===== src/c65_pkg.sv =====
// shared types, codes and the opcode decode table of the 6502 core
package c65_pkg;

    typedef enum logic [1:0] {
        K_READ  = 2'd0,
        K_WRITE = 2'd1,
        K_DONE  = 2'd2,
        K_BAD   = 2'd3
    } kind_t;

    typedef enum logic [5:0] {
        OP_ORA, OP_AND, OP_EOR, OP_ADC, OP_SBC, OP_CMP, OP_CPX, OP_CPY, OP_BIT, OP_LDA,
        OP_LDX, OP_LDY, OP_STA, OP_STX, OP_STY, OP_ASL, OP_LSR, OP_ROL, OP_ROR, OP_INC,
        OP_DEC, OP_CLC, OP_SEC, OP_CLI, OP_SEI, OP_CLV, OP_CLD, OP_SED, OP_TAX, OP_TXA,
        OP_TAY, OP_TYA, OP_TSX, OP_TXS, OP_INX, OP_DEX, OP_INY, OP_DEY, OP_NOP, OP_BRK,
        OP_JSR, OP_RTI, OP_RTS, OP_JMP, OP_PHA, OP_PHP, OP_PLA, OP_PLP, OP_BR
    } op_t;

    typedef enum logic [3:0] {
        M_IMP, M_IMM, M_ZP, M_ZPX, M_ZPY, M_ABS, M_ABX, M_ABY, M_IND, M_IZX, M_IZY, M_REL
    } mode_t;

    localparam logic [15:0] VEC_RESET = 16'hfffc;
    localparam logic [15:0] VEC_NMI   = 16'hfffa;
    localparam logic [15:0] VEC_IRQ   = 16'hfffe;
    localparam logic [7:0]  STACK_HI  = 8'h01;
    localparam logic [7:0]  FL_UNUSED = 8'h20;
    localparam logic [7:0]  FL_PUSHB  = 8'h30;
    localparam logic [7:0]  SP_INIT   = 8'hff;
    localparam int          MAX_RES   = 4;

    typedef struct packed {
        logic       operation;
        logic [7:0] read_data;
        logic       reset_line;
        logic       irq_line;
        logic       nmi_request;
    } item_t;

    typedef struct packed {
        kind_t       kind;
        logic [15:0] bus_address;
        logic [7:0]  write_data;
        logic        last;
        logic [15:0] prog_counter;
        logic [7:0]  accumulator;
        logic [7:0]  index_x_out;
        logic [7:0]  index_y_out;
        logic [7:0]  stack_pointer;
        logic [7:0]  status_flags;
        logic [63:0] cycle_count;
    } result_t;

    typedef struct packed {
        logic [2:0]              count;
        result_t [MAX_RES-1:0]   res;
    } bundle_t;

    typedef struct packed {
        logic       ok;
        op_t        op;
        mode_t      mode;
        logic [2:0] cyc;
    } dec_t;

    function automatic dec_t decode(input logic [7:0] c);
        dec_t d;
        d = '{1'b0, OP_NOP, M_IMP, 3'd0};
        case (c)
            8'h00: d = '{1'b1, OP_BRK, M_IMP, 3'd7};
            8'h01: d = '{1'b1, OP_ORA, M_IZX, 3'd6};
            8'h05: d = '{1'b1, OP_ORA, M_ZP,  3'd3};
            8'h06: d = '{1'b1, OP_ASL, M_ZP,  3'd5};
            8'h08: d = '{1'b1, OP_PHP, M_IMP, 3'd3};
            8'h09: d = '{1'b1, OP_ORA, M_IMM, 3'd2};
            8'h0a: d = '{1'b1, OP_ASL, M_IMP, 3'd2};
            8'h0d: d = '{1'b1, OP_ORA, M_ABS, 3'd4};
            8'h0e: d = '{1'b1, OP_ASL, M_ABS, 3'd6};
            8'h10: d = '{1'b1, OP_BR,  M_REL, 3'd2};
            8'h11: d = '{1'b1, OP_ORA, M_IZY, 3'd5};
            8'h15: d = '{1'b1, OP_ORA, M_ZPX, 3'd4};
            8'h16: d = '{1'b1, OP_ASL, M_ZPX, 3'd6};
            8'h18: d = '{1'b1, OP_CLC, M_IMP, 3'd2};
            8'h19: d = '{1'b1, OP_ORA, M_ABY, 3'd4};
            8'h1d: d = '{1'b1, OP_ORA, M_ABX, 3'd4};
            8'h1e: d = '{1'b1, OP_ASL, M_ABX, 3'd7};
            8'h20: d = '{1'b1, OP_JSR, M_ABS, 3'd6};
            8'h21: d = '{1'b1, OP_AND, M_IZX, 3'd6};
            8'h24: d = '{1'b1, OP_BIT, M_ZP,  3'd3};
            8'h25: d = '{1'b1, OP_AND, M_ZP,  3'd3};
            8'h26: d = '{1'b1, OP_ROL, M_ZP,  3'd5};
            8'h28: d = '{1'b1, OP_PLP, M_IMP, 3'd4};
            8'h29: d = '{1'b1, OP_AND, M_IMM, 3'd2};
            8'h2a: d = '{1'b1, OP_ROL, M_IMP, 3'd2};
            8'h2c: d = '{1'b1, OP_BIT, M_ABS, 3'd4};
            8'h2d: d = '{1'b1, OP_AND, M_ABS, 3'd4};
            8'h2e: d = '{1'b1, OP_ROL, M_ABS, 3'd6};
            8'h30: d = '{1'b1, OP_BR,  M_REL, 3'd2};
            8'h31: d = '{1'b1, OP_AND, M_IZY, 3'd5};
            8'h35: d = '{1'b1, OP_AND, M_ZPX, 3'd4};
            8'h36: d = '{1'b1, OP_ROL, M_ZPX, 3'd6};
            8'h38: d = '{1'b1, OP_SEC, M_IMP, 3'd2};
            8'h39: d = '{1'b1, OP_AND, M_ABY, 3'd4};
            8'h3d: d = '{1'b1, OP_AND, M_ABX, 3'd4};
            8'h3e: d = '{1'b1, OP_ROL, M_ABX, 3'd7};
            8'h40: d = '{1'b1, OP_RTI, M_IMP, 3'd6};
            8'h41: d = '{1'b1, OP_EOR, M_IZX, 3'd6};
            8'h45: d = '{1'b1, OP_EOR, M_ZP,  3'd3};
            8'h46: d = '{1'b1, OP_LSR, M_ZP,  3'd5};
            8'h48: d = '{1'b1, OP_PHA, M_IMP, 3'd3};
            8'h49: d = '{1'b1, OP_EOR, M_IMM, 3'd2};
            8'h4a: d = '{1'b1, OP_LSR, M_IMP, 3'd2};
            8'h4c: d = '{1'b1, OP_JMP, M_ABS, 3'd3};
            8'h4d: d = '{1'b1, OP_EOR, M_ABS, 3'd4};
            8'h4e: d = '{1'b1, OP_LSR, M_ABS, 3'd6};
            8'h50: d = '{1'b1, OP_BR,  M_REL, 3'd2};
            8'h51: d = '{1'b1, OP_EOR, M_IZY, 3'd5};
            8'h55: d = '{1'b1, OP_EOR, M_ZPX, 3'd4};
            8'h56: d = '{1'b1, OP_LSR, M_ZPX, 3'd6};
            8'h58: d = '{1'b1, OP_CLI, M_IMP, 3'd2};
            8'h59: d = '{1'b1, OP_EOR, M_ABY, 3'd4};
            8'h5d: d = '{1'b1, OP_EOR, M_ABX, 3'd4};
            8'h5e: d = '{1'b1, OP_LSR, M_ABX, 3'd7};
            8'h60: d = '{1'b1, OP_RTS, M_IMP, 3'd6};
            8'h61: d = '{1'b1, OP_ADC, M_IZX, 3'd6};
            8'h65: d = '{1'b1, OP_ADC, M_ZP,  3'd3};
            8'h66: d = '{1'b1, OP_ROR, M_ZP,  3'd5};
            8'h68: d = '{1'b1, OP_PLA, M_IMP, 3'd4};
            8'h69: d = '{1'b1, OP_ADC, M_IMM, 3'd2};
            8'h6a: d = '{1'b1, OP_ROR, M_IMP, 3'd2};
            8'h6c: d = '{1'b1, OP_JMP, M_IND, 3'd5};
            8'h6d: d = '{1'b1, OP_ADC, M_ABS, 3'd4};
            8'h6e: d = '{1'b1, OP_ROR, M_ABS, 3'd6};
            8'h70: d = '{1'b1, OP_BR,  M_REL, 3'd2};
            8'h71: d = '{1'b1, OP_ADC, M_IZY, 3'd5};
            8'h75: d = '{1'b1, OP_ADC, M_ZPX, 3'd4};
            8'h76: d = '{1'b1, OP_ROR, M_ZPX, 3'd6};
            8'h78: d = '{1'b1, OP_SEI, M_IMP, 3'd2};
            8'h79: d = '{1'b1, OP_ADC, M_ABY, 3'd4};
            8'h7d: d = '{1'b1, OP_ADC, M_ABX, 3'd4};
            8'h7e: d = '{1'b1, OP_ROR, M_ABX, 3'd7};
            8'h81: d = '{1'b1, OP_STA, M_IZX, 3'd6};
            8'h84: d = '{1'b1, OP_STY, M_ZP,  3'd3};
            8'h85: d = '{1'b1, OP_STA, M_ZP,  3'd3};
            8'h86: d = '{1'b1, OP_STX, M_ZP,  3'd3};
            8'h88: d = '{1'b1, OP_DEY, M_IMP, 3'd2};
            8'h8a: d = '{1'b1, OP_TXA, M_IMP, 3'd2};
            8'h8c: d = '{1'b1, OP_STY, M_ABS, 3'd4};
            8'h8d: d = '{1'b1, OP_STA, M_ABS, 3'd4};
            8'h8e: d = '{1'b1, OP_STX, M_ABS, 3'd4};
            8'h90: d = '{1'b1, OP_BR,  M_REL, 3'd2};
            8'h91: d = '{1'b1, OP_STA, M_IZY, 3'd6};
            8'h94: d = '{1'b1, OP_STY, M_ZPX, 3'd4};
            8'h95: d = '{1'b1, OP_STA, M_ZPX, 3'd4};
            8'h96: d = '{1'b1, OP_STX, M_ZPY, 3'd4};
            8'h98: d = '{1'b1, OP_TYA, M_IMP, 3'd2};
            8'h99: d = '{1'b1, OP_STA, M_ABY, 3'd5};
            8'h9a: d = '{1'b1, OP_TXS, M_IMP, 3'd2};
            8'h9d: d = '{1'b1, OP_STA, M_ABX, 3'd5};
            8'ha0: d = '{1'b1, OP_LDY, M_IMM, 3'd2};
            8'ha1: d = '{1'b1, OP_LDA, M_IZX, 3'd6};
            8'ha2: d = '{1'b1, OP_LDX, M_IMM, 3'd2};
            8'ha4: d = '{1'b1, OP_LDY, M_ZP,  3'd3};
            8'ha5: d = '{1'b1, OP_LDA, M_ZP,  3'd3};
            8'ha6: d = '{1'b1, OP_LDX, M_ZP,  3'd3};
            8'ha8: d = '{1'b1, OP_TAY, M_IMP, 3'd2};
            8'ha9: d = '{1'b1, OP_LDA, M_IMM, 3'd2};
            8'haa: d = '{1'b1, OP_TAX, M_IMP, 3'd2};
            8'hac: d = '{1'b1, OP_LDY, M_ABS, 3'd4};
            8'had: d = '{1'b1, OP_LDA, M_ABS, 3'd4};
            8'hae: d = '{1'b1, OP_LDX, M_ABS, 3'd4};
            8'hb0: d = '{1'b1, OP_BR,  M_REL, 3'd2};
            8'hb1: d = '{1'b1, OP_LDA, M_IZY, 3'd5};
            8'hb4: d = '{1'b1, OP_LDY, M_ZPX, 3'd4};
            8'hb5: d = '{1'b1, OP_LDA, M_ZPX, 3'd4};
            8'hb6: d = '{1'b1, OP_LDX, M_ZPY, 3'd4};
            8'hb8: d = '{1'b1, OP_CLV, M_IMP, 3'd2};
            8'hb9: d = '{1'b1, OP_LDA, M_ABY, 3'd4};
            8'hba: d = '{1'b1, OP_TSX, M_IMP, 3'd2};
            8'hbc: d = '{1'b1, OP_LDY, M_ABX, 3'd4};
            8'hbd: d = '{1'b1, OP_LDA, M_ABX, 3'd4};
            8'hbe: d = '{1'b1, OP_LDX, M_ABY, 3'd4};
            8'hc0: d = '{1'b1, OP_CPY, M_IMM, 3'd2};
            8'hc1: d = '{1'b1, OP_CMP, M_IZX, 3'd6};
            8'hc4: d = '{1'b1, OP_CPY, M_ZP,  3'd3};
            8'hc5: d = '{1'b1, OP_CMP, M_ZP,  3'd3};
            8'hc6: d = '{1'b1, OP_DEC, M_ZP,  3'd5};
            8'hc8: d = '{1'b1, OP_INY, M_IMP, 3'd2};
            8'hc9: d = '{1'b1, OP_CMP, M_IMM, 3'd2};
            8'hca: d = '{1'b1, OP_DEX, M_IMP, 3'd2};
            8'hcc: d = '{1'b1, OP_CPY, M_ABS, 3'd4};
            8'hcd: d = '{1'b1, OP_CMP, M_ABS, 3'd4};
            8'hce: d = '{1'b1, OP_DEC, M_ABS, 3'd6};
            8'hd0: d = '{1'b1, OP_BR,  M_REL, 3'd2};
            8'hd1: d = '{1'b1, OP_CMP, M_IZY, 3'd5};
            8'hd5: d = '{1'b1, OP_CMP, M_ZPX, 3'd4};
            8'hd6: d = '{1'b1, OP_DEC, M_ZPX, 3'd6};
            8'hd8: d = '{1'b1, OP_CLD, M_IMP, 3'd2};
            8'hd9: d = '{1'b1, OP_CMP, M_ABY, 3'd4};
            8'hdd: d = '{1'b1, OP_CMP, M_ABX, 3'd4};
            8'hde: d = '{1'b1, OP_DEC, M_ABX, 3'd7};
            8'he0: d = '{1'b1, OP_CPX, M_IMM, 3'd2};
            8'he1: d = '{1'b1, OP_SBC, M_IZX, 3'd6};
            8'he4: d = '{1'b1, OP_CPX, M_ZP,  3'd3};
            8'he5: d = '{1'b1, OP_SBC, M_ZP,  3'd3};
            8'he6: d = '{1'b1, OP_INC, M_ZP,  3'd5};
            8'he8: d = '{1'b1, OP_INX, M_IMP, 3'd2};
            8'he9: d = '{1'b1, OP_SBC, M_IMM, 3'd2};
            8'hea: d = '{1'b1, OP_NOP, M_IMP, 3'd2};
            8'hec: d = '{1'b1, OP_CPX, M_ABS, 3'd4};
            8'hed: d = '{1'b1, OP_SBC, M_ABS, 3'd4};
            8'hee: d = '{1'b1, OP_INC, M_ABS, 3'd6};
            8'hf0: d = '{1'b1, OP_BR,  M_REL, 3'd2};
            8'hf1: d = '{1'b1, OP_SBC, M_IZY, 3'd5};
            8'hf5: d = '{1'b1, OP_SBC, M_ZPX, 3'd4};
            8'hf6: d = '{1'b1, OP_INC, M_ZPX, 3'd6};
            8'hf8: d = '{1'b1, OP_SED, M_IMP, 3'd2};
            8'hf9: d = '{1'b1, OP_SBC, M_ABY, 3'd4};
            8'hfd: d = '{1'b1, OP_SBC, M_ABX, 3'd4};
            8'hfe: d = '{1'b1, OP_INC, M_ABX, 3'd7};
            default: d = '{1'b0, OP_NOP, M_IMP, 3'd0};
        endcase
        return d;
    endfunction

    function automatic result_t mk_res(input kind_t k, input logic [15:0] a,
                                       input logic [7:0] wd);
        result_t r;
        r = '0;
        r.kind = k;
        r.bus_address = a;
        r.write_data = wd;
        return r;
    endfunction

endpackage


===== src/c65_step.sv =====
// cpu state registers and the per-item step logic that builds a result bundle
module c65_step
    import c65_pkg::*;
(
    input  logic    clk,
    input  logic    rst_n,
    input  logic    accept,
    input  item_t   item,
    output bundle_t bundle
);

    typedef enum logic [3:0] {
        PH_IDLE, PH_VEC_LO, PH_VEC_HI, PH_OPCODE, PH_OPER_LO, PH_OPER_HI,
        PH_PTR_LO, PH_PTR_HI, PH_DATA, PH_STK1, PH_STK2, PH_STK3
    } phase_t;

    localparam logic [7:0] FL_C = 8'h01;
    localparam logic [7:0] FL_I = 8'h04;
    localparam logic [7:0] FL_D = 8'h08;
    localparam logic [7:0] FL_V = 8'h40;

    phase_t      ph_reg, ph_next;
    logic [15:0] pc_reg, pc_next;
    logic [15:0] oa_reg, oa_next;
    logic [7:0]  a_reg, a_next;
    logic [7:0]  x_reg, x_next;
    logic [7:0]  y_reg, y_next;
    logic [7:0]  sp_reg, sp_next;
    logic [7:0]  p_reg, p_next;
    logic [63:0] cyc_reg, cyc_next;
    logic        nmi_reg, nmi_next;
    op_t         op_reg, op_next;
    mode_t       md_reg, md_next;
    logic [2:0]  dc_reg, dc_next;

    function automatic logic [7:0] nz(input logic [7:0] p, input logic [7:0] v);
        logic [7:0] f;
        f = p;
        f[7] = v[7];
        f[1] = (v == 8'h00);
        return f;
    endfunction

    function automatic logic [15:0] modify(input op_t op, input logic [7:0] p,
                                           input logic [7:0] m);
        logic [7:0] r;
        logic [7:0] f;
        f = p;
        case (op)
            OP_ASL: begin f[0] = m[7]; r = {m[6:0], 1'b0}; end
            OP_LSR: begin f[0] = m[0]; r = {1'b0, m[7:1]}; end
            OP_ROL: begin f[0] = m[7]; r = {m[6:0], p[0]}; end
            OP_ROR: begin f[0] = m[0]; r = {p[0], m[7:1]}; end
            OP_INC: r = m + 8'd1;
            default: r = m - 8'd1;
        endcase
        return {nz(f, r), r};
    endfunction

    function automatic logic [7:0] cmp_flags(input logic [7:0] p, input logic [7:0] r,
                                             input logic [7:0] m);
        logic [7:0] f;
        logic [7:0] diff;
        f = p;
        diff = r - m;
        f[7] = diff[7];
        f[0] = (r >= m);
        f[1] = (r == m);
        return f;
    endfunction

    always_comb
    begin : step_logic
        dec_t        dec;
        logic [7:0]  d;
        logic [8:0]  tot;
        logic [7:0]  m;
        logic [8:0]  lo9;
        logic [15:0] ea;
        logic [15:0] tgt;
        logic [15:0] mr;
        logic        do_oper;
        logic        fin;
        logic        brk_cond;
        logic [7:0]  stv;

        ph_next  = ph_reg;
        pc_next  = pc_reg;
        oa_next  = oa_reg;
        a_next   = a_reg;
        x_next   = x_reg;
        y_next   = y_reg;
        sp_next  = sp_reg;
        p_next   = p_reg;
        cyc_next = cyc_reg;
        nmi_next = nmi_reg;
        op_next  = op_reg;
        md_next  = md_reg;
        dc_next  = dc_reg;
        bundle   = '0;
        d        = item.read_data;
        dec      = decode(d);
        tot      = '0;
        m        = '0;
        lo9      = '0;
        ea       = '0;
        tgt      = '0;
        mr       = '0;
        do_oper  = 1'b0;
        fin      = 1'b0;
        brk_cond = 1'b0;
        stv      = '0;

        if (!item.operation)
        begin
            if (item.nmi_request)
                nmi_next = 1'b1;
            if (item.reset_line)
            begin
                cyc_next = '0;
                p_next = FL_UNUSED;
                sp_next = SP_INIT;
                oa_next = VEC_RESET;
                bundle.res[bundle.count[1:0]] = mk_res(K_READ, VEC_RESET, 8'h00);
                bundle.count = bundle.count + 3'd1;
                ph_next = PH_VEC_LO;
            end
            else if (nmi_next || (!p_reg[2] && item.irq_line))
            begin
                bundle.res[0] = mk_res(K_WRITE, {STACK_HI, sp_next}, pc_reg[15:8]);
                bundle.res[1] = mk_res(K_WRITE, {STACK_HI, sp_next - 8'd1}, pc_reg[7:0]);
                bundle.res[2] = mk_res(K_WRITE, {STACK_HI, sp_next - 8'd2},
                                       p_reg | FL_UNUSED);
                sp_next = sp_next - 8'd3;
                cyc_next = cyc_next + 64'd7;
                if (nmi_next)
                begin
                    nmi_next = 1'b0;
                    oa_next = VEC_NMI;
                end
                else
                begin
                    p_next = p_next | FL_I;
                    oa_next = VEC_IRQ;
                end
                bundle.res[3] = mk_res(K_READ, oa_next, 8'h00);
                bundle.count = 3'd4;
                ph_next = PH_VEC_LO;
            end
            else
            begin
                bundle.res[0] = mk_res(K_READ, pc_reg, 8'h00);
                bundle.count = 3'd1;
                pc_next = pc_reg + 16'd1;
                ph_next = PH_OPCODE;
            end
        end
        else
        begin
            case (ph_reg)
                PH_VEC_LO:
                begin
                    bundle.res[0] = mk_res(K_READ, oa_reg + 16'd1, 8'h00);
                    bundle.count = 3'd1;
                    oa_next = {8'h00, d};
                    ph_next = PH_VEC_HI;
                end
                PH_VEC_HI:
                begin
                    pc_next = {d, oa_reg[7:0]};
                    fin = 1'b1;
                end
                PH_OPCODE:
                begin
                    if (!dec.ok)
                    begin
                        bundle.res[0] = mk_res(K_BAD, pc_reg - 16'd1, 8'h00);
                        bundle.count = 3'd1;
                        ph_next = PH_IDLE;
                    end
                    else
                    begin
                        op_next = dec.op;
                        md_next = dec.mode;
                        dc_next = dec.cyc;
                        cyc_next = cyc_reg + {61'd0, dec.cyc};
                        case (dec.mode)
                            M_IMP:
                            begin
                                case (dec.op)
                                    OP_BRK:
                                    begin
                                        tgt = pc_reg + 16'd1;
                                        pc_next = tgt;
                                        bundle.res[0] = mk_res(K_WRITE, {STACK_HI, sp_reg},
                                                               tgt[15:8]);
                                        bundle.res[1] = mk_res(K_WRITE,
                                                               {STACK_HI, sp_reg - 8'd1},
                                                               tgt[7:0]);
                                        bundle.res[2] = mk_res(K_WRITE,
                                                               {STACK_HI, sp_reg - 8'd2},
                                                               p_reg | FL_PUSHB);
                                        bundle.res[3] = mk_res(K_READ, VEC_IRQ, 8'h00);
                                        bundle.count = 3'd4;
                                        sp_next = sp_reg - 8'd3;
                                        p_next = p_reg | FL_I;
                                        oa_next = VEC_IRQ;
                                        ph_next = PH_VEC_LO;
                                    end
                                    OP_PHA, OP_PHP:
                                    begin
                                        stv = (dec.op == OP_PHA) ? a_reg : (p_reg | FL_PUSHB);
                                        bundle.res[0] = mk_res(K_WRITE, {STACK_HI, sp_reg},
                                                               stv);
                                        bundle.count = 3'd1;
                                        sp_next = sp_reg - 8'd1;
                                        fin = 1'b1;
                                    end
                                    OP_PLA, OP_PLP, OP_RTI, OP_RTS:
                                    begin
                                        sp_next = sp_reg + 8'd1;
                                        bundle.res[0] = mk_res(K_READ, {STACK_HI, sp_next},
                                                               8'h00);
                                        bundle.count = 3'd1;
                                        ph_next = PH_STK1;
                                    end
                                    OP_CLC: begin p_next = p_reg & ~FL_C; fin = 1'b1; end
                                    OP_SEC: begin p_next = p_reg | FL_C; fin = 1'b1; end
                                    OP_CLI: begin p_next = p_reg & ~FL_I; fin = 1'b1; end
                                    OP_SEI: begin p_next = p_reg | FL_I; fin = 1'b1; end
                                    OP_CLV: begin p_next = p_reg & ~FL_V; fin = 1'b1; end
                                    OP_CLD: begin p_next = p_reg & ~FL_D; fin = 1'b1; end
                                    OP_SED: begin p_next = p_reg | FL_D; fin = 1'b1; end
                                    OP_TAX:
                                    begin
                                        x_next = a_reg; p_next = nz(p_reg, a_reg); fin = 1'b1;
                                    end
                                    OP_TXA:
                                    begin
                                        a_next = x_reg; p_next = nz(p_reg, x_reg); fin = 1'b1;
                                    end
                                    OP_TAY:
                                    begin
                                        y_next = a_reg; p_next = nz(p_reg, a_reg); fin = 1'b1;
                                    end
                                    OP_TYA:
                                    begin
                                        a_next = y_reg; p_next = nz(p_reg, y_reg); fin = 1'b1;
                                    end
                                    OP_TSX:
                                    begin
                                        x_next = sp_reg; p_next = nz(p_reg, sp_reg);
                                        fin = 1'b1;
                                    end
                                    OP_TXS: begin sp_next = x_reg; fin = 1'b1; end
                                    OP_INX, OP_DEX:
                                    begin
                                        x_next = (dec.op == OP_INX) ? x_reg + 8'd1
                                                                    : x_reg - 8'd1;
                                        p_next = nz(p_reg, x_next);
                                        fin = 1'b1;
                                    end
                                    OP_INY, OP_DEY:
                                    begin
                                        y_next = (dec.op == OP_INY) ? y_reg + 8'd1
                                                                    : y_reg - 8'd1;
                                        p_next = nz(p_reg, y_next);
                                        fin = 1'b1;
                                    end
                                    OP_ASL, OP_LSR, OP_ROL, OP_ROR:
                                    begin
                                        mr = modify(dec.op, p_reg, a_reg);
                                        p_next = mr[15:8];
                                        a_next = mr[7:0];
                                        fin = 1'b1;
                                    end
                                    default: fin = 1'b1;
                                endcase
                            end
                            M_IMM:
                            begin
                                oa_next = pc_reg;
                                bundle.res[0] = mk_res(K_READ, pc_reg, 8'h00);
                                bundle.count = 3'd1;
                                pc_next = pc_reg + 16'd1;
                                ph_next = PH_DATA;
                            end
                            M_REL:
                            begin
                                case (d[7:6])
                                    2'd0: brk_cond = p_reg[7];
                                    2'd1: brk_cond = p_reg[6];
                                    2'd2: brk_cond = p_reg[0];
                                    default: brk_cond = p_reg[1];
                                endcase
                                pc_next = pc_reg + 16'd1;
                                if (brk_cond != d[5])
                                    fin = 1'b1;
                                else
                                begin
                                    bundle.res[0] = mk_res(K_READ, pc_reg, 8'h00);
                                    bundle.count = 3'd1;
                                    ph_next = PH_OPER_LO;
                                end
                            end
                            default:
                            begin
                                bundle.res[0] = mk_res(K_READ, pc_reg, 8'h00);
                                bundle.count = 3'd1;
                                pc_next = pc_reg + 16'd1;
                                ph_next = PH_OPER_LO;
                            end
                        endcase
                    end
                end
                PH_OPER_LO:
                begin
                    case (md_reg)
                        M_ZP:  begin do_oper = 1'b1; ea = {8'h00, d}; end
                        M_ZPX: begin do_oper = 1'b1; ea = {8'h00, d + x_reg}; end
                        M_ZPY: begin do_oper = 1'b1; ea = {8'h00, d + y_reg}; end
                        M_IZX, M_IZY:
                        begin
                            oa_next = {8'h00, (md_reg == M_IZX) ? d + x_reg : d};
                            bundle.res[0] = mk_res(K_READ, oa_next, 8'h00);
                            bundle.count = 3'd1;
                            ph_next = PH_PTR_LO;
                        end
                        M_REL:
                        begin
                            tgt = pc_reg + {{8{d[7]}}, d};
                            cyc_next = cyc_reg + ((tgt[15:8] != pc_reg[15:8]) ? 64'd2
                                                                                : 64'd1);
                            pc_next = tgt;
                            fin = 1'b1;
                        end
                        default:
                        begin
                            oa_next = {8'h00, d};
                            bundle.res[0] = mk_res(K_READ, pc_reg, 8'h00);
                            bundle.count = 3'd1;
                            pc_next = pc_reg + 16'd1;
                            ph_next = PH_OPER_HI;
                        end
                    endcase
                end
                PH_OPER_HI:
                begin
                    ea = {d, oa_reg[7:0]};
                    case (md_reg)
                        M_ABS:
                        begin
                            if (op_reg == OP_JMP)
                            begin
                                pc_next = ea;
                                fin = 1'b1;
                            end
                            else if (op_reg == OP_JSR)
                            begin
                                tgt = pc_reg - 16'd1;
                                bundle.res[0] = mk_res(K_WRITE, {STACK_HI, sp_reg}, tgt[15:8]);
                                bundle.res[1] = mk_res(K_WRITE, {STACK_HI, sp_reg - 8'd1},
                                                       tgt[7:0]);
                                bundle.count = 3'd2;
                                sp_next = sp_reg - 8'd2;
                                pc_next = ea;
                                fin = 1'b1;
                            end
                            else
                                do_oper = 1'b1;
                        end
                        M_ABX, M_ABY:
                        begin
                            lo9 = {1'b0, oa_reg[7:0]} +
                                  {1'b0, (md_reg == M_ABX) ? x_reg : y_reg};
                            if (lo9[8] && dc_reg == 3'd4)
                                cyc_next = cyc_reg + 64'd1;
                            ea = {d, 8'h00} + {7'd0, lo9};
                            do_oper = 1'b1;
                        end
                        M_IND:
                        begin
                            oa_next = ea;
                            bundle.res[0] = mk_res(K_READ, ea, 8'h00);
                            bundle.count = 3'd1;
                            ph_next = PH_PTR_LO;
                        end
                        default: fin = 1'b1;
                    endcase
                end
                PH_PTR_LO:
                begin
                    // pointer high byte wraps within the page
                    bundle.res[0] = mk_res(K_READ, {oa_reg[15:8], oa_reg[7:0] + 8'd1}, 8'h00);
                    bundle.count = 3'd1;
                    if (md_reg == M_IZY)
                    begin
                        lo9 = {1'b0, d} + {1'b0, y_reg};
                        if (lo9[8] && dc_reg == 3'd5)
                            cyc_next = cyc_reg + 64'd1;
                        oa_next = {7'd0, lo9};
                    end
                    else
                        oa_next = {8'h00, d};
                    ph_next = PH_PTR_HI;
                end
                PH_PTR_HI:
                begin
                    ea = {d, 8'h00} + oa_reg;
                    if (md_reg == M_IND)
                    begin
                        pc_next = ea;
                        fin = 1'b1;
                    end
                    else
                        do_oper = 1'b1;
                end
                PH_DATA:
                begin
                    fin = 1'b1;
                    case (op_reg)
                        OP_ORA: begin a_next = a_reg | d; p_next = nz(p_reg, a_next); end
                        OP_AND: begin a_next = a_reg & d; p_next = nz(p_reg, a_next); end
                        OP_EOR: begin a_next = a_reg ^ d; p_next = nz(p_reg, a_next); end
                        OP_ADC, OP_SBC:
                        begin
                            m = (op_reg == OP_SBC) ? ~d : d;
                            tot = {1'b0, a_reg} + {1'b0, m} + {8'd0, p_reg[0]};
                            p_next = p_reg;
                            p_next[0] = tot[8];
                            p_next[6] = (a_reg[7] ^ tot[7]) & (m[7] ^ tot[7]);
                            a_next = tot[7:0];
                            p_next = nz(p_next, a_next);
                        end
                        OP_CMP: p_next = cmp_flags(p_reg, a_reg, d);
                        OP_CPX: p_next = cmp_flags(p_reg, x_reg, d);
                        OP_CPY: p_next = cmp_flags(p_reg, y_reg, d);
                        OP_BIT:
                        begin
                            p_next = p_reg;
                            p_next[7] = d[7];
                            p_next[6] = d[6];
                            p_next[1] = ((d & a_reg) == 8'h00);
                        end
                        OP_LDA: begin a_next = d; p_next = nz(p_reg, d); end
                        OP_LDX: begin x_next = d; p_next = nz(p_reg, d); end
                        OP_LDY: begin y_next = d; p_next = nz(p_reg, d); end
                        OP_ASL, OP_LSR, OP_ROL, OP_ROR, OP_INC, OP_DEC:
                        begin
                            mr = modify(op_reg, p_reg, d);
                            p_next = mr[15:8];
                            bundle.res[0] = mk_res(K_WRITE, oa_reg, mr[7:0]);
                            bundle.count = 3'd1;
                        end
                        default: p_next = p_reg;
                    endcase
                end
                PH_STK1:
                begin
                    case (op_reg)
                        OP_PLA:
                        begin
                            a_next = d;
                            p_next = nz(p_reg, d);
                            fin = 1'b1;
                        end
                        OP_RTI, OP_RTS:
                        begin
                            if (op_reg == OP_RTI)
                                p_next = d;
                            else
                                oa_next = {8'h00, d};
                            sp_next = sp_reg + 8'd1;
                            bundle.res[0] = mk_res(K_READ, {STACK_HI, sp_next}, 8'h00);
                            bundle.count = 3'd1;
                            ph_next = (op_reg == OP_RTI) ? PH_STK2 : PH_STK3;
                        end
                        default:
                        begin
                            p_next = d;
                            fin = 1'b1;
                        end
                    endcase
                end
                PH_STK2:
                begin
                    oa_next = {8'h00, d};
                    sp_next = sp_reg + 8'd1;
                    bundle.res[0] = mk_res(K_READ, {STACK_HI, sp_next}, 8'h00);
                    bundle.count = 3'd1;
                    ph_next = PH_STK3;
                end
                PH_STK3:
                begin
                    ea = {d, oa_reg[7:0]};
                    pc_next = (op_reg == OP_RTS) ? ea + 16'd1 : ea;
                    fin = 1'b1;
                end
                default: ph_next = ph_reg;
            endcase
        end

        // effective address known: store now or fetch the operand
        if (do_oper)
        begin
            if (op_reg == OP_STA || op_reg == OP_STX || op_reg == OP_STY)
            begin
                stv = (op_reg == OP_STA) ? a_reg : (op_reg == OP_STX) ? x_reg : y_reg;
                bundle.res[bundle.count[1:0]] = mk_res(K_WRITE, ea, stv);
                bundle.count = bundle.count + 3'd1;
                fin = 1'b1;
            end
            else
            begin
                oa_next = ea;
                bundle.res[bundle.count[1:0]] = mk_res(K_READ, ea, 8'h00);
                bundle.count = bundle.count + 3'd1;
                ph_next = PH_DATA;
            end
        end

        if (fin)
        begin
            bundle.res[bundle.count[1:0]] = mk_res(K_DONE, 16'h0000, 8'h00);
            bundle.count = bundle.count + 3'd1;
            ph_next = PH_IDLE;
        end

        for (int i = 0; i < MAX_RES; i++)
        begin
            if (bundle.res[i].kind == K_DONE || bundle.res[i].kind == K_BAD)
            begin
                bundle.res[i].prog_counter  = pc_next;
                bundle.res[i].accumulator   = a_next;
                bundle.res[i].index_x_out   = x_next;
                bundle.res[i].index_y_out   = y_next;
                bundle.res[i].stack_pointer = sp_next;
                bundle.res[i].status_flags  = p_next;
                bundle.res[i].cycle_count   = cyc_next;
            end
            if (bundle.count != 3'd0 && i[2:0] == bundle.count - 3'd1)
                bundle.res[i].last = 1'b1;
        end
    end

    always_ff @(posedge clk or negedge rst_n)
    begin
        if (!rst_n)
        begin
            ph_reg  <= PH_IDLE;
            pc_reg  <= '0;
            oa_reg  <= '0;
            a_reg   <= '0;
            x_reg   <= '0;
            y_reg   <= '0;
            sp_reg  <= '0;
            p_reg   <= '0;
            cyc_reg <= '0;
            nmi_reg <= 1'b0;
            op_reg  <= OP_NOP;
            md_reg  <= M_IMP;
            dc_reg  <= '0;
        end
        else if (accept)
        begin
            ph_reg  <= ph_next;
            pc_reg  <= pc_next;
            oa_reg  <= oa_next;
            a_reg   <= a_next;
            x_reg   <= x_next;
            y_reg   <= y_next;
            sp_reg  <= sp_next;
            p_reg   <= p_next;
            cyc_reg <= cyc_next;
            nmi_reg <= nmi_next;
            op_reg  <= op_next;
            md_reg  <= md_next;
            dc_reg  <= dc_next;
        end
    end

endmodule


===== src/c65_outq.sv =====
// result register: holds a bundle of up to four results, sends one per unstalled cycle
module c65_outq
    import c65_pkg::*;
(
    input  logic    clk,
    input  logic    rst_n,
    input  logic    load,
    input  bundle_t bundle,
    output logic    can_load,
    output logic    result_valid,
    input  logic    result_stall,
    output result_t result
);

    result_t    res_reg [MAX_RES];
    logic [2:0] cnt_reg;
    logic [2:0] idx_reg;
    logic       take;

    assign result_valid = (idx_reg < cnt_reg);
    assign take         = result_valid && !result_stall;
    // free once the last held result leaves this cycle
    assign can_load     = !result_valid || (take && idx_reg == cnt_reg - 3'd1);
    assign result       = res_reg[idx_reg[1:0]];

    always_ff @(posedge clk or negedge rst_n)
    begin
        if (!rst_n)
        begin
            cnt_reg <= '0;
            idx_reg <= '0;
        end
        else if (load)
        begin
            cnt_reg <= bundle.count;
            idx_reg <= '0;
        end
        else if (take)
        begin
            idx_reg <= idx_reg + 3'd1;
        end
    end

    always_ff @(posedge clk)
    begin
        if (load)
        begin
            for (int i = 0; i < MAX_RES; i++)
                res_reg[i] <= bundle.res[i];
        end
    end

endmodule


===== src/cpu_6502_instruction_core_unit.sv =====
// 6502 instruction core top level: step logic feeding the result register
//
// Bus-master 6502 core (documented opcodes, binary arithmetic). Each accepted item,
// a step start or the read data of the pending request, is worked by the step logic
// and leaves a bundle of one to four results in the result register, which sends
// them one per cycle unless the result side stalls. An item is taken every clock
// while each item yields one result and there is no stall; an item that yields more
// holds the result register until its last result leaves, and the next item is taken
// in that cycle. Read data that arrives with no step under way yields no result.
module cpu_6502_instruction_core_unit
    import c65_pkg::*;
(
    input  logic    clk,
    input  logic    rst_n,
    input  logic    item_valid,
    output logic    item_stall,
    input  item_t   item,
    output logic    result_valid,
    input  logic    result_stall,
    output result_t result
);

    bundle_t bundle;
    logic    can_load;
    logic    accept;

    assign item_stall = !can_load;
    assign accept     = item_valid && can_load;

    c65_step u_step (
        .clk    (clk),
        .rst_n  (rst_n),
        .accept (accept),
        .item   (item),
        .bundle (bundle)
    );

    c65_outq u_outq (
        .clk          (clk),
        .rst_n        (rst_n),
        .load         (accept),
        .bundle       (bundle),
        .can_load     (can_load),
        .result_valid (result_valid),
        .result_stall (result_stall),
        .result       (result)
    );

endmodule


===== config.mk =====
export PLATFORM = sky130hd
export DESIGN_NAME = cpu_6502_instruction_core_unit
export DESIGN_NICKNAME = d
export VERILOG_FILES = /design/src/c65_pkg.sv /design/src/c65_step.sv /design/src/c65_outq.sv /design/src/cpu_6502_instruction_core_unit.sv
export SDC_FILE = /design/constraint.sdc
export NUM_CORES = 2
export LEC_CHECK = 0
export BUFFER_PORTS_ARGS = -buffer_cell sky130_fd_sc_hd__buf_2
export CORE_ASPECT_RATIO = 1.25
export CORE_MARGIN = 4
export CORE_UTILIZATION = 40
export CTS_BUF_LIST = sky130_fd_sc_hd__clkbuf_4 sky130_fd_sc_hd__clkbuf_8
export CTS_CLUSTER_SIZE = 8
export DETAILED_ROUTE_END_ITERATION = 16
export GPL_TIMING_DRIVEN = 1
export PLACE_DENSITY = 0.52
export SYNTH_ARGS = -nofsm -noshare
export SYNTH_HDL_FRONTEND = slang
export SYNTH_HIERARCHICAL = 1
export SYNTH_MEMORY_MAX_BITS = 65536
export SYNTH_SLANG_ARGS = --single-unit

===== constraint.sdc =====
create_clock -name clk -period 22.4 [get_ports clk]
set_clock_uncertainty 0.1 [all_clocks]
set_input_delay 1.12 -clock clk [delete_from_list [all_inputs] [get_ports clk]]
set_output_delay 1.12 -clock clk [all_outputs]
set_load 0.1 [all_outputs]

==> results.sh <==
export IMPL_status="finished, violations left"
export IMPL_violations="max-capacitance violations"
export IMPL_cpMostUsedCell="buf_4"
export IMPL_gp_congestion=1.04
export IMPL_worstPathArrival_ns=9.66
export IMPL_dp_cells=7810
export IMPL_switching_share_pct=56.0
export IMPL_final_nets=6283
export IMPL_crit_family="buffers and inverters"
export IMPL_htreeDepth=4
export IMPL_slew_headroom_pct=0.642
export IMPL_grt_setup_unrepaired="no"
export IMPL_power_frac_clock_pct=13.9
export IMPL_port_buffer_count=164
export IMPL_drtPass1Iterations=7
export IMPL_power_density_nw_per_um2=165
export IMPL_clockBufferDepth=3
export IMPL_synth_distinct_cells=127
export IMPL_largest_reg_flops=588
export IMPL_min_path_type="in -> async"
export IMPL_critical_path_buf_inv_count=9
export IMPL_drt_iter0_markers=6684
export IMPL_drive_above_1_share_pct=14.7
export IMPL_period_minus_slack_ns=9.16
export IMPL_max_stage_delay_ns=0.88
export IMPL_max_freq_mhz=109
export IMPL_synthArstFlopShare_pct=21.4
export IMPL_ys_warn_count=6
export IMPL_routed_via_density=6.64
export IMPL_ff_latch_area_um2=21700
export IMPL_grt_pass1_vias=51801
export IMPL_routed_wl_um=269000
export IMPL_syn_nets=6311
export IMPL_die_area_um2=145000
export IMPL_cts_root_buf="clkbuf_8"
export IMPL_setup_tns_ns=0
export IMPL_row_count=152
export IMPL_fillers=13573
export IMPL_avgSynthCellArea_um2=9.04
export IMPL_tightestPinTransition_ns=1.48
export IMPL_p_total_mw=10.0
export IMPL_cp_slowest_cell="ha_1"
export IMPL_die_h_um=424
export IMPL_drc=0
export IMPL_cp_start_kind="input pin"
export IMPL_synth_edff_count=588
export IMPL_cts_buffers=134
export IMPL_final_common_cell="nor2_1"
export IMPL_leakage_nw=21.1
export IMPL_insertion_delay_ns=0.93
export IMPL_timing_worst_setup_path_type="in -> reg"
export IMPL_cts_tree="built"
export IMPL_wl_per_cell_um=33.4
export IMPL_pin_count=165
export IMPL_ctsHoldBuffers=0
export IMPL_finalCritPeriodShare_pct=40.9
export IMPL_seqPwrFrac_pct=26.4
export IMPL_start_util_pct=40.3
export IMPL_cts_repair_resized=0
export IMPL_fp_dieW_um=341
export IMPL_postSynthCellCount=6126
export IMPL_clkTransAtPathRegs_ns=0.06
export IMPL_cp_max_fo=65
export IMPL_grt_use_total_pct=36.1
export IMPL_slew_viol_final=0
export IMPL_vdd_drop_max_uv=196
export IMPL_worstPathCellList="buf_2 -> buf_4 -> clkinv_1 -> ha_1 -> nand2_1 -> nor3b_1 -> o22a_1 -> nor4_2 -> nand2_1 -> buf_4 -> xnor2_1 -> o2111ai_1 -> a31oi_2 -> inv_1 -> ha_1 -> o21ai_0 -> inv_1 -> ha_1 -> and3_1 -> buf_4 -> a21oi_4 -> buf_4 -> buf_4 -> nor2_1"
export IMPL_ys_flop_type="edfxtp_1"
export IMPL_cp_required_ns=22.90
export IMPL_grt_busiest_layer="met2"
export IMPL_post_cts_buffers=0
export IMPL_synth_area_um2=55400
export IMPL_grtUsageMet2_pct=58.7
export IMPL_vias=53455
export IMPL_grt_first_pass_wirelength_um=380000
export IMPL_switchingPower_mw=5.60
export IMPL_grt_max_degree=166
export IMPL_grt_use_met3_pct=7.38
export IMPL_internal_power_mw=4.41
export IMPL_cts_sinks=748
export IMPL_setup_violations=0
export IMPL_ys_ff_latch=748
export IMPL_multiInputGateArea_um2=31100
export IMPL_final_instance_count_excl_fill=8055
export IMPL_combPwrFrac_pct=59.6
export IMPL_hpwl_um=191000
export IMPL_hold_viol_final=0
export IMPL_core_um2=138000
export IMPL_area_growth_pct=9.68
export IMPL_overflow=0
export IMPL_grtUsageMet1_pct=41.4
export IMPL_ys_seq_area_share_pct=39.1
export IMPL_maxCapViolations=1
export IMPL_setup_worst_path_end_class="flop"
export IMPL_antenna_found_initial=11
export IMPL_ant_nets=0
export IMPL_most_common_layout_cells="1022 x nor2_1, 588 x edfxtp_1, 517 x nand2_1"
[cell families after synthesis]
group           after synthesis  share of synthesized area [%]
flops                       748                           39.1
compound gates             1771                           21.4
simple gates               2359                           19.6
fa+ha+maj                   170                           4.00
buf+inv                     640                           4.93
mux                         229                           7.56
xor+xnor                    209                           3.37
[synth_stat cells, types with 54 or more instances]
cell type / count / area share, %
nor3_1: 138 / 1.2
xor2_1: 61 / 0.96
nor2_1: 1027 / 7.0
a211oi_1: 67 / 0.91
nand2_1: 518 / 3.5
inv_1: 100 / 0.68
o21ai_0: 341 / 3.1
ha_1: 157 / 3.5
mux2i_1: 55 / 0.99
nor2b_1: 68 / 0.77
buf_2: 74 / 0.67
a221oi_1: 56 / 0.89
o22ai_1: 64 / 0.72
xnor2_1: 145 / 2.3
a22oi_1: 110 / 1.5
nand4_1: 75 / 0.85
mux4_2: 148 / 6.0
a31oi_1: 71 / 0.80
edfxtp_1: 588 / 32
clkbuf_1: 376 / 2.5
dfrtp_1: 157 / 7.1
and2_1: 62 / 0.70
a21oi_1: 461 / 4.2
nand2b_1: 54 / 0.61
nand3_1: 154 / 1.4
[final timing paths]
check,slack [ns],depth (start not counted),startpoint,to
worst max register to register,14.56,19,u_step/md_reg[2],u_outq/res_reg[2][15]
worst min register to register,0.38,2,u_step/md_reg[1],u_step/md_reg[1]
max in group asynchronous,20.57,2,rst_n,u_step/pc_reg[9]
worst max-delay path,13.24,24,item[4],u_outq/res_reg[0][88]
min in group clk,0.38,2,u_step/md_reg[1],u_step/md_reg[1]
worst min-delay path,0.13,1,rst_n,u_step/op_reg[3]
[stage by stage]
stage / hold WS, ns / utilization [%] / setup WS (ns) / area (um^2)
global route: 0.155 / 44.2 / 12.98 / 60700
finish: 0.134 / 44.2 / 13.24 / 60700
global placement: 0.368 / 42.1 / 12.69 / 57900
CTS: 0.133 / 44.2 / 13.47 / 60700
detailed placement: 0.372 / 42.1 / 12.52 / 57900
floorplan: 0.356 / - / 5.47 / 55400
[worst reg2reg max path: cells and delay by family, from the launching register on]
family / cells / cell delay (ns)
buf+inv: 2 / 0.35
flops: 1 / 0.66
simple gates: 7 / 2.47
compound gates: 8 / 3.34
fa+ha+maj: 2 / 0.65
[layout make-up]
class,count,area share (%)
Timing Repair Buffer,364,3.90
Inverter,112,0.692
Multi-Input combinational cell,4738,51.3
Clock buffer,204,3.99
Tap cell,1848,3.81
Sequential cell,748,35.7
Clock inverter,36,0.647
Antenna cell,5,0.0206
[power groups by stage]
stage                     Clock [mW]  Sequential, mW  Combinational [mW]
after global placement             0            2.65                5.86
after global routing            1.49            2.69                6.20
after floorplan                    0            2.75                4.37
final                           1.39            2.65                5.97
after CTS                       1.42            2.64                5.89
after detailed placement           0            2.66                5.88
[metal layers]
metal,wire [um],share of wire (%)
met2,124000,46
met1,96000,36
met5,33,0.012
met3,21800,8.1
met4,27400,10
Power figures use the tool's default switching activity.
